**src/design/gdgo_pkg.sv**
```systemverilog
`default_nettype none

package gdgo_pkg;

  // Register indexes on the configuration port.
  localparam logic [1:0] CFG_RATE_LIMIT     = 2'd0;
  localparam logic [1:0] CFG_RATE_THRESHOLD = 2'd1;
  localparam logic [1:0] CFG_RETURN_SPEED   = 2'd2;
  localparam logic [1:0] CFG_FOLLOW_GAIN    = 2'd3;

  // Register values after reset.
  localparam logic [14:0] RATE_LIMIT_RST     = 15'd2560;
  localparam logic [14:0] RATE_THRESHOLD_RST = 15'd512;
  localparam logic [15:0] RETURN_SPEED_RST   = 16'd3277;
  localparam logic [15:0] FOLLOW_GAIN_RST    = 16'd6554;

  // 1.0 in Q8.8 (indicator on first crossing) and in Q2.14 (goal ceiling).
  localparam logic signed [16:0] IND_ONE_Q8 = 17'sd256;
  localparam logic [14:0]        ONE_Q14    = 15'd16384;

  // The goal divider retires this many quotient bits per cycle.
  localparam int unsigned DIV_BITS_PER_CYCLE = 4;
  localparam int unsigned DIV_CYCLES         = 4;
  localparam logic [1:0]  DIV_LAST           = 2'(DIV_CYCLES - 1);

  typedef enum logic [2:0] {
    ST_IDLE,
    ST_UPDATE,
    ST_LOAD,
    ST_DIVIDE,
    ST_GOAL,
    ST_FOLLOW
  } state_e;

  // Strobes from the sequencer to both axis lanes.
  typedef struct packed {
    logic capture;
    logic update;
    logic load;
    logic div_step;
    logic goal;
  } lane_ctrl_t;

endpackage

`default_nettype wire

```
**src/design/gdgo_lane.sv**
```systemverilog
`default_nettype none

module gdgo_lane (
  input  wire                     clk_i,
  input  wire                     rst_ni,
  input  wire gdgo_pkg::lane_ctrl_t ctrl_i,
  input  wire logic signed [15:0] rate_i,
  input  wire logic signed [15:0] eye_i,
  input  wire logic [14:0]        rate_limit_i,
  input  wire logic [14:0]        rate_threshold_i,
  input  wire logic [15:0]        return_speed_i,
  input  wire logic [15:0]        follow_gain_i,
  output logic signed [15:0]      eye_o,
  output logic                    tracking_o
);

  logic signed [15:0] rate_q, eye_q;
  logic signed [16:0] ind_q, ind_d, pw_q, pw_d;
  logic [14:0]        rem_q, rem_d;
  logic [15:0]        num_q, num_d, quo_q, quo_d;
  logic               sat_q, zero_q, neg_q;
  logic signed [16:0] goal_q, goal_d;

  // Axis update: clamp, indicator, latch or decay.
  logic signed [16:0] lim_s, rate_ext, r, ind_mid;
  logic [16:0]        ar, pw_mag;
  logic [32:0]        dec_prod;
  logic [15:0]        dec_mag;
  logic               latch;

  always_comb begin
    lim_s    = signed'({2'b00, rate_limit_i});
    rate_ext = 17'(rate_q);
    if (rate_ext > lim_s) begin
      r = lim_s;
    end else if (rate_ext < -lim_s) begin
      r = -lim_s;
    end else begin
      r = rate_ext;
    end
    ar = r[16] ? 17'(-r) : 17'(r);

    if (ind_q == 17'sd0 && ar > {2'b00, rate_threshold_i}) begin
      ind_mid = (r > 17'sd0) ? gdgo_pkg::IND_ONE_Q8 : -gdgo_pkg::IND_ONE_Q8;
    end else if (ind_q != 17'sd0 && ar < {2'b00, rate_threshold_i}) begin
      ind_mid = 17'sd0;
    end else begin
      ind_mid = ind_q;
    end
    latch = (ind_mid > 17'sd0 && r > ind_mid) || (ind_mid < 17'sd0 && r < ind_mid);

    pw_mag   = pw_q[16] ? 17'(-pw_q) : 17'(pw_q);
    dec_prod = {1'b0, 32'(pw_mag[15:0]) * 32'(return_speed_i)} + 33'd32768;
    dec_mag  = pw_mag[15:0] - dec_prod[31:16];

    if (latch) begin
      ind_d = (ind_mid > 17'sd0) ? lim_s : -lim_s;
      pw_d  = ind_d;
    end else begin
      ind_d = ind_mid;
      pw_d  = pw_q[16] ? -signed'({1'b0, dec_mag}) : signed'({1'b0, dec_mag});
    end
  end

  // Goal divider: restoring division, several quotient bits per cycle.
  logic [30:0] dividend;
  logic [15:0] rem_ext;
  logic [14:0] rem_v;
  logic [15:0] num_v, quo_v;
  logic [14:0] t_mag;

  always_comb begin
    dividend = {1'b0, pw_mag[15:0], 14'd0} + 31'(rate_limit_i >> 1);
    rem_v    = rem_q;
    num_v    = num_q;
    quo_v    = quo_q;
    rem_ext  = '0;
    for (int i = 0; i < int'(gdgo_pkg::DIV_BITS_PER_CYCLE); i++) begin
      rem_ext = {rem_v, num_v[15]};
      if (rem_ext >= {1'b0, rate_limit_i}) begin
        rem_ext = rem_ext - {1'b0, rate_limit_i};
        quo_v   = {quo_v[14:0], 1'b1};
      end else begin
        quo_v   = {quo_v[14:0], 1'b0};
      end
      rem_v = rem_ext[14:0];
      num_v = {num_v[14:0], 1'b0};
    end
    rem_d = rem_v;
    num_d = num_v;
    quo_d = quo_v;

    if (zero_q) begin
      t_mag = '0;
    end else if (sat_q || quo_q > {1'b0, gdgo_pkg::ONE_Q14}) begin
      t_mag = gdgo_pkg::ONE_Q14;
    end else begin
      t_mag = quo_q[14:0];
    end
    goal_d = neg_q ? -signed'({2'b00, t_mag}) : signed'({2'b00, t_mag});
  end

  // Follow: while tracking, move the eye target toward the goal by the follow gain; otherwise it passes through.
  logic signed [17:0] eye_ext, d, res;
  logic [17:0]        ad;
  logic [33:0]        fol_prod;
  logic [16:0]        st;

  always_comb begin
    eye_ext  = 18'(eye_q);
    d        = 18'(goal_q) - eye_ext;
    ad       = d[17] ? 18'(-d) : 18'(d);
    fol_prod = {1'b0, 33'(ad[16:0]) * 33'(follow_gain_i)} + 34'd32768;
    st       = fol_prod[32:16];
    res      = d[17] ? eye_ext - signed'({1'b0, st}) : eye_ext + signed'({1'b0, st});
    tracking_o = (ind_q != 17'sd0);
    eye_o      = tracking_o ? res[15:0] : eye_q;
  end

  always_ff @(posedge clk_i or negedge rst_ni) begin
    if (!rst_ni) begin
      ind_q <= '0;
      pw_q  <= '0;
    end else if (ctrl_i.update) begin
      ind_q <= ind_d;
      pw_q  <= pw_d;
    end
  end

  always_ff @(posedge clk_i) begin
    if (ctrl_i.capture) begin
      rate_q <= rate_i;
      eye_q  <= eye_i;
    end
    if (ctrl_i.load) begin
      rem_q  <= dividend[30:16];
      num_q  <= dividend[15:0];
      quo_q  <= '0;
      sat_q  <= (pw_mag[15:0] >= {1'b0, rate_limit_i});
      zero_q <= (rate_limit_i == '0);
      neg_q  <= pw_q[16];
    end else if (ctrl_i.div_step) begin
      rem_q <= rem_d;
      num_q <= num_d;
      quo_q <= quo_d;
    end
    if (ctrl_i.goal) begin
      goal_q <= goal_d;
    end
  end

endmodule

`default_nettype wire

```
**src/design/gyro_driven_gaze_offset.sv**
```systemverilog
`default_nettype none

// Gyro-driven gaze offset. Each item carries a pan and a tilt head rate
// (signed Q8.8) and the current horizontal and vertical eye targets (signed
// Q2.14); it returns exactly one item with the updated eye targets and the two
// tracking flags. The pan and tilt axes run in two identical lanes side by side,
// each holding its own tracking indicator and power value, and the output
// register merges both lanes into one result item. After acceptance an item
// passes through the axis update, the load of the goal divider, the divider
// itself (it retires four quotient bits per cycle of the sixteen it needs), the
// forming of the goal and the follow multiply that writes the output register,
// after which the sequencer returns to idle, where the next item is accepted.
// The follow stage waits for as long as the output register still holds a
// stalled result. The input stall is raised for the whole of that sequence.
// The output register lets the next item enter while a finished result still
// waits to be taken.
// Configuration registers are written through a plain write port (enable, index
// and sixteen-bit data) and must only be written while the block is idle; they
// come out of reset with a rate limit of 10.0, a threshold of 2.0, a return
// speed of about 0.05 and a follow gain of about 0.1. A rate limit of zero makes
// every goal zero.

module gyro_driven_gaze_offset (
  input  wire                     clk_i,
  input  wire                     rst_ni,
  input  wire                     cfg_we_i,
  input  wire logic [1:0]         cfg_idx_i,
  input  wire logic [15:0]        cfg_data_i,
  input  wire                     in_valid_i,
  output logic                    in_stall_o,
  input  wire logic signed [15:0] pan_rate_i,
  input  wire logic signed [15:0] tilt_rate_i,
  input  wire logic signed [15:0] eye_x_in_i,
  input  wire logic signed [15:0] eye_y_in_i,
  output logic                    out_valid_o,
  input  wire                     out_stall_i,
  output logic signed [15:0]      eye_x_out_o,
  output logic signed [15:0]      eye_y_out_o,
  output logic                    pan_tracking_o,
  output logic                    tilt_tracking_o
);

  // Configuration registers.
  logic [14:0] rate_limit_q, rate_threshold_q;
  logic [15:0] return_speed_q, follow_gain_q;

  always_ff @(posedge clk_i or negedge rst_ni) begin
    if (!rst_ni) begin
      rate_limit_q     <= gdgo_pkg::RATE_LIMIT_RST;
      rate_threshold_q <= gdgo_pkg::RATE_THRESHOLD_RST;
      return_speed_q   <= gdgo_pkg::RETURN_SPEED_RST;
      follow_gain_q    <= gdgo_pkg::FOLLOW_GAIN_RST;
    end else if (cfg_we_i) begin
      case (cfg_idx_i)
        gdgo_pkg::CFG_RATE_LIMIT:     rate_limit_q     <= cfg_data_i[14:0];
        gdgo_pkg::CFG_RATE_THRESHOLD: rate_threshold_q <= cfg_data_i[14:0];
        gdgo_pkg::CFG_RETURN_SPEED:   return_speed_q   <= cfg_data_i;
        gdgo_pkg::CFG_FOLLOW_GAIN:    follow_gain_q    <= cfg_data_i;
        default: ;
      endcase
    end
  end

  // Sequencer.
  gdgo_pkg::state_e     state_q, state_d;
  logic [1:0]           div_cnt_q;
  gdgo_pkg::lane_ctrl_t ctrl;
  logic                 in_fire, out_fire, out_free, follow_fire;
  logic                 out_valid_q;

  assign in_fire  = in_valid_i && !in_stall_o;
  assign out_fire = out_valid_q && !out_stall_i;
  // The output register can take a new result when empty or being emptied.
  assign out_free = !out_valid_q || !out_stall_i;

  always_comb begin
    state_d = state_q;
    case (state_q)
      gdgo_pkg::ST_IDLE:   if (in_valid_i) state_d = gdgo_pkg::ST_UPDATE;
      gdgo_pkg::ST_UPDATE: state_d = gdgo_pkg::ST_LOAD;
      gdgo_pkg::ST_LOAD:   state_d = gdgo_pkg::ST_DIVIDE;
      gdgo_pkg::ST_DIVIDE: begin
        if (div_cnt_q == gdgo_pkg::DIV_LAST) state_d = gdgo_pkg::ST_GOAL;
      end
      gdgo_pkg::ST_GOAL:   state_d = gdgo_pkg::ST_FOLLOW;
      gdgo_pkg::ST_FOLLOW: if (out_free) state_d = gdgo_pkg::ST_IDLE;
      default:             state_d = gdgo_pkg::ST_IDLE;
    endcase
  end

  always_comb begin
    ctrl        = '0;
    in_stall_o  = 1'b1;
    follow_fire = 1'b0;
    case (state_q)
      gdgo_pkg::ST_IDLE: begin
        in_stall_o   = 1'b0;
        ctrl.capture = in_valid_i;
      end
      gdgo_pkg::ST_UPDATE: ctrl.update   = 1'b1;
      gdgo_pkg::ST_LOAD:   ctrl.load     = 1'b1;
      gdgo_pkg::ST_DIVIDE: ctrl.div_step = 1'b1;
      gdgo_pkg::ST_GOAL:   ctrl.goal     = 1'b1;
      gdgo_pkg::ST_FOLLOW: follow_fire   = out_free;
      default: ;
    endcase
  end

  always_ff @(posedge clk_i or negedge rst_ni) begin
    if (!rst_ni) begin
      state_q   <= gdgo_pkg::ST_IDLE;
      div_cnt_q <= '0;
    end else begin
      state_q <= state_d;
      if (ctrl.load) begin
        div_cnt_q <= '0;
      end else if (ctrl.div_step) begin
        div_cnt_q <= div_cnt_q + 2'd1;
      end
    end
  end

  // The two axis lanes.
  logic signed [15:0] pan_eye, tilt_eye;
  logic               pan_trk, tilt_trk;

  gdgo_lane u_pan (
    .clk_i            (clk_i),
    .rst_ni           (rst_ni),
    .ctrl_i           (ctrl),
    .rate_i           (pan_rate_i),
    .eye_i            (eye_x_in_i),
    .rate_limit_i     (rate_limit_q),
    .rate_threshold_i (rate_threshold_q),
    .return_speed_i   (return_speed_q),
    .follow_gain_i    (follow_gain_q),
    .eye_o            (pan_eye),
    .tracking_o       (pan_trk)
  );

  gdgo_lane u_tilt (
    .clk_i            (clk_i),
    .rst_ni           (rst_ni),
    .ctrl_i           (ctrl),
    .rate_i           (tilt_rate_i),
    .eye_i            (eye_y_in_i),
    .rate_limit_i     (rate_limit_q),
    .rate_threshold_i (rate_threshold_q),
    .return_speed_i   (return_speed_q),
    .follow_gain_i    (follow_gain_q),
    .eye_o            (tilt_eye),
    .tracking_o       (tilt_trk)
  );

  // Output register: merges both lanes into one result item.
  always_ff @(posedge clk_i or negedge rst_ni) begin
    if (!rst_ni) begin
      out_valid_q <= 1'b0;
    end else if (follow_fire) begin
      out_valid_q <= 1'b1;
    end else if (out_fire) begin
      out_valid_q <= 1'b0;
    end
  end

  always_ff @(posedge clk_i) begin
    if (follow_fire) begin
      eye_x_out_o     <= pan_eye;
      eye_y_out_o     <= tilt_eye;
      pan_tracking_o  <= pan_trk;
      tilt_tracking_o <= tilt_trk;
    end
  end

  assign out_valid_o = out_valid_q;

  // An accepted item always goes straight into the axis update.
  a_accept_to_update: assert property (@(posedge clk_i) disable iff (!rst_ni)
    in_fire |=> state_q == gdgo_pkg::ST_UPDATE)
    else $error("accepted item did not start the axis update");

  // On its last step the divider hands over to the goal stage.
  a_divide_length: assert property (@(posedge clk_i) disable iff (!rst_ni)
    (state_q == gdgo_pkg::ST_DIVIDE && div_cnt_q == gdgo_pkg::DIV_LAST)
    |=> state_q == gdgo_pkg::ST_GOAL)
    else $error("divider did not finish on its last step");

  // A result written by the follow stage is presented on the next cycle.
  a_follow_to_out: assert property (@(posedge clk_i) disable iff (!rst_ni)
    follow_fire |=> out_valid_o)
    else $error("finished result not presented");

  // The lanes never receive two strobes at once.
  a_ctrl_onehot: assert property (@(posedge clk_i) disable iff (!rst_ni)
    $onehot0(ctrl))
    else $error("lane strobes overlap");

endmodule

`default_nettype wire

```
**config.mk**
```make
export PLATFORM = sky130hd
export DESIGN_NAME = gyro_driven_gaze_offset
export DESIGN_NICKNAME = d
export VERILOG_FILES = /design/src/design/gdgo_pkg.sv /design/src/design/gdgo_lane.sv /design/src/design/gyro_driven_gaze_offset.sv
export SDC_FILE = /design/constraint.sdc
export NUM_CORES = 2
export LEC_CHECK = 0
export ABC_AREA = 1
export BUFFER_PORTS_ARGS = -buffer_cell sky130_fd_sc_hd__clkbuf_2
export CAP_MARGIN = 25
export CORE_MARGIN = 1
export CORE_UTILIZATION = 40
export CTS_CLUSTER_DIAMETER = 30
export CTS_CLUSTER_SIZE = 24
export DETAILED_ROUTE_END_ITERATION = 8
export GPL_TIMING_DRIVEN = 1
export PLACE_DENSITY = 0.54
export SYNTH_ARGS = -nofsm -noshare
export SYNTH_HDL_FRONTEND = slang
export SYNTH_HIERARCHICAL = 1
export SYNTH_SLANG_ARGS = --single-unit
```
**constraint.sdc**
```tcl
create_clock -name clk_i -period 12.29 [get_ports clk_i]
set_input_delay 1.229 -clock clk_i [delete_from_list [all_inputs] [get_ports clk_i]]
set_output_delay 1.229 -clock clk_i [all_outputs]
set_load 0.005 [all_outputs]
```
==> qor.yml <==
worst-r2r-setup-slack_ns: 0.79
crit_fanout: 9
vias: 61000
finalWeightedCongestion: 0.944
synth_warnings: 6
worstHoldPathCells: 2
period_share_pct: 93.5
cts-root-buf: "clkbuf_16"
synth-edff-count: 200
clk_latency_ns: 0.68
setup_viol: 0
slowest_stage: "fa_1"
grt_use_met1_pct: 32.6
max-slew-margin-rel_pct: 29.3
worstMarginPinSlew_ns: 1.06
drive_above_1_share_pct: 6.68
rr_endpoint: "eye_y_out_o[15]"
max_cap_violations: 0
path_common_cell: "nand2_1"
cts_num_sinks: 368
start_util_pct: 40.4
finalHoldViolations: 0
cts_tree: "yes"
busiest_layer: "met2"
cts.path.max_buffers: 3
ys_types: 73
grt_pass1_vias: 61600
slowest_delay_ns: 0.57
ys_seq_area_share_pct: 14.5
io_pins: 123
crit_required_ns: 12.72
final_nets: 11200
area_delta_synth_final_pct: 9.87
die_area_um2: 176000
grt_usage_pct: 25.6
dr.first_iter.drc_count: 4309
layout_commonest_cell: "nand2_1"
crit_path_end_kind: "flip-flop"
cpLargestDelayFamily: "adder cells"
path_clk_slew_ns: 0.05
syn_nets: 11100
setup-tns-final_ns: 0
cp-start-kind: "flip-flop"
period_minus_slack_ns: 11.50
fmax_ghz: 0.0870
chipHeight_um: 419
r2r-start: "u_tilt/eye_q[0]"
crit_type: "flip-flop to flip-flop"
synthCells: 9336
grt_max_degree: 79
worstHoldPathType: "flip-flop to flip-flop"
rsz0062_at_grt: "true"
die_w_um: 419
antenna_found_initial: 4
io_buffers: 122
avgSynthCellArea_um2: 7.46
grt_overflow: 0
grt_util_met3_pct: 2.47
viasPerCell: 5.15
syn_area_um2: 69700
status: "finished clean"
final_cell_mix: "2178 x nand2_1, 1901 x inv_1, 833 x ha_1"
ctsHoldBuffers: 0
wl_per_cell_um: 18.9
synthFlopType: "edfxtp_1"
ant_nets: 0
coreArea_um2: 172000
h-tree-depth: 3
hold_start: "u_pan/quo_q[15]"
worstHoldEndpoint: "u_pan/quo_q[15]"
rows: 152
clock_skew_ns: 0.0314
critPathBufInv: 10
dr.pass1.iters: 5
post-route-drc-count: 0
synthArstFlopShare_pct: 37.0
grt_pass1_wl_um: 348000
r2r_cells: 58
hpwl_um: 179000
finalWirelength_um: 224000
crit_arrival_ns: 11.93
slew_viol_final: 0
ys_seq_elements: 368
grt.met2_usage_pct: 44.7
numCtsBuffers: 80
-- worst reg2reg max path: cells and delay by family, from the launching register on --
kind / cells / cell delay (ns)
compound gates: 11 / 1.76
xor+xnor: 2 / 0.38
buf+inv: 10 / 1.01
simple gates: 23 / 2.72
flops: 1 / 0.42
fa+ha+maj: 12 / 4.94
-- per-stage QoR --
stage	instance area, um^2	cells	hold WS [ns]	utilization, %	setup WS (ns)
global route	76500	11900	0.486	44.4	-0.0824
floorplan	69700	9336	0.423	-	1.40
finish	76600	11900	0.467	44.4	0.794
CTS	76300	11800	0.465	44.3	0.442
detailed placement	73400	11700	0.457	42.6	0.478
global placement	73400	11700	0.455	42.6	0.557
-- metal layers --
metal  wire length, um  vias to the layer above
met5                 9                        -
met4              7960                        2
met3             10200                      328
met2            110000                     1571
met1             96000                    29800
li1                  -                    29300
-- timing repair --
action,CTS,global route
endpoints found under the setup margin,0,27
gates resized for setup,0,41
buffers inserted,0,14
-- flip-flops by register name, summed over array words and instances (netlist names), 16 cells and up --
name,flops
u_pan/num_q,16
u_tilt/quo_q,16
u_tilt/eye_q,16
follow_gain_q,16
u_tilt/pw_q,17
eye_y_out_o,16
return_speed_q,16
u_pan/pw_q,17
u_tilt/num_q,16
u_tilt/goal_q,17
u_pan/quo_q,16
u_pan/goal_q,17
u_tilt/rate_q,16
eye_x_out_o,16
u_pan/ind_q,17
u_pan/rate_q,16
u_tilt/ind_q,17
u_pan/eye_q,16
-- final cells by class --
class,count,area [um^2]
Inverter,1952,7360
Clock buffer,94,2150
Antenna cell,2,5.00
Multi-Input combinational cell,6760,51300
Timing Repair Buffer,311,2110
Sequential cell,368,10100
Tap cell,2310,2890
Clock inverter,55,671
Fill cell,17700,95800
-- cells in the mapped netlist, types with 8 or more instances --
cell,count,area share [%]
or2_2,23,0.21
buf_6,8,0.13
inv_2,26,0.14
nor3b_1,9,0.097
o21bai_1,40,0.43
o21a_1,16,0.17
o21ai_1,19,0.14
a21o_1,25,0.27
a211oi_1,12,0.13
a31oi_1,26,0.23
nor3_1,102,0.73
inv_1,1905,10
o211ai_1,13,0.14
nand2_1,2185,12
ha_1,833,15
a21oi_1,370,2.7
nand3_2,16,0.23
o22ai_1,33,0.30
dfrtp_1,119,4.3
nand2_2,19,0.17
dfxtp_1,32,0.92
nor2_2,13,0.12
fa_1,812,23
nand4_1,71,0.64
clkinv_1,20,0.11
o31ai_1,15,0.16
nand3_1,365,2.6
edfxtp_1,200,8.6
buf_4,10,0.11
buf_1,19,0.10
o21ai_0,424,3.0
buf_2,31,0.22
xor2_1,249,3.1
xnor2_1,116,1.5
clkbuf_1,187,1.0
a21boi_0,11,0.12
nand3b_1,32,0.34
dfstp_2,17,0.64
nor2_1,796,4.3
nor4_1,21,0.19
-- kinds of logic after synthesis --
| family | count (synthesis) | share of synthesized area [%] |
|---|---|---|
| xor gates and xnor gates | 370 | 4.70 |
| muxes | 1 | 0.0144 |
| adders and majority gates | 1645 | 38.3 |
| DFF | 368 | 14.5 |
| and+or+nand+nor | 3691 | 22.0 |
| buffers and inverters | 2208 | 12.1 |
| AOI/OAI and AO/OA | 1053 | 8.42 |
-- worst max-delay path by stage --
| stage | startpoint | endpoint | slack, ns | cells past startpoint |
|---|---|---|---|---|
| 3_3_place_gp | u_pan/eye_q[0] | eye_x_out_o[15] | 0.56 | 55 |
| 3_5_place_dp | u_pan/eye_q[0] | eye_x_out_o[15] | 0.48 | 55 |
| 4_1_cts | u_pan/eye_q[0] | eye_x_out_o[15] | 0.44 | 55 |
| 6_report | u_tilt/eye_q[0] | eye_y_out_o[15] | 0.79 | 58 |
| 5_1_grt | u_tilt/eye_q[0] | eye_y_out_o[15] | -0.08 | 59 |
| 2_1_floorplan | rate_limit_q[1] | u_tilt/rem_q[14] | 1.40 | 66 |
Power is not shown: default switching activity piles up to over one toggle a cycle in this logic, so the estimate is an artifact.
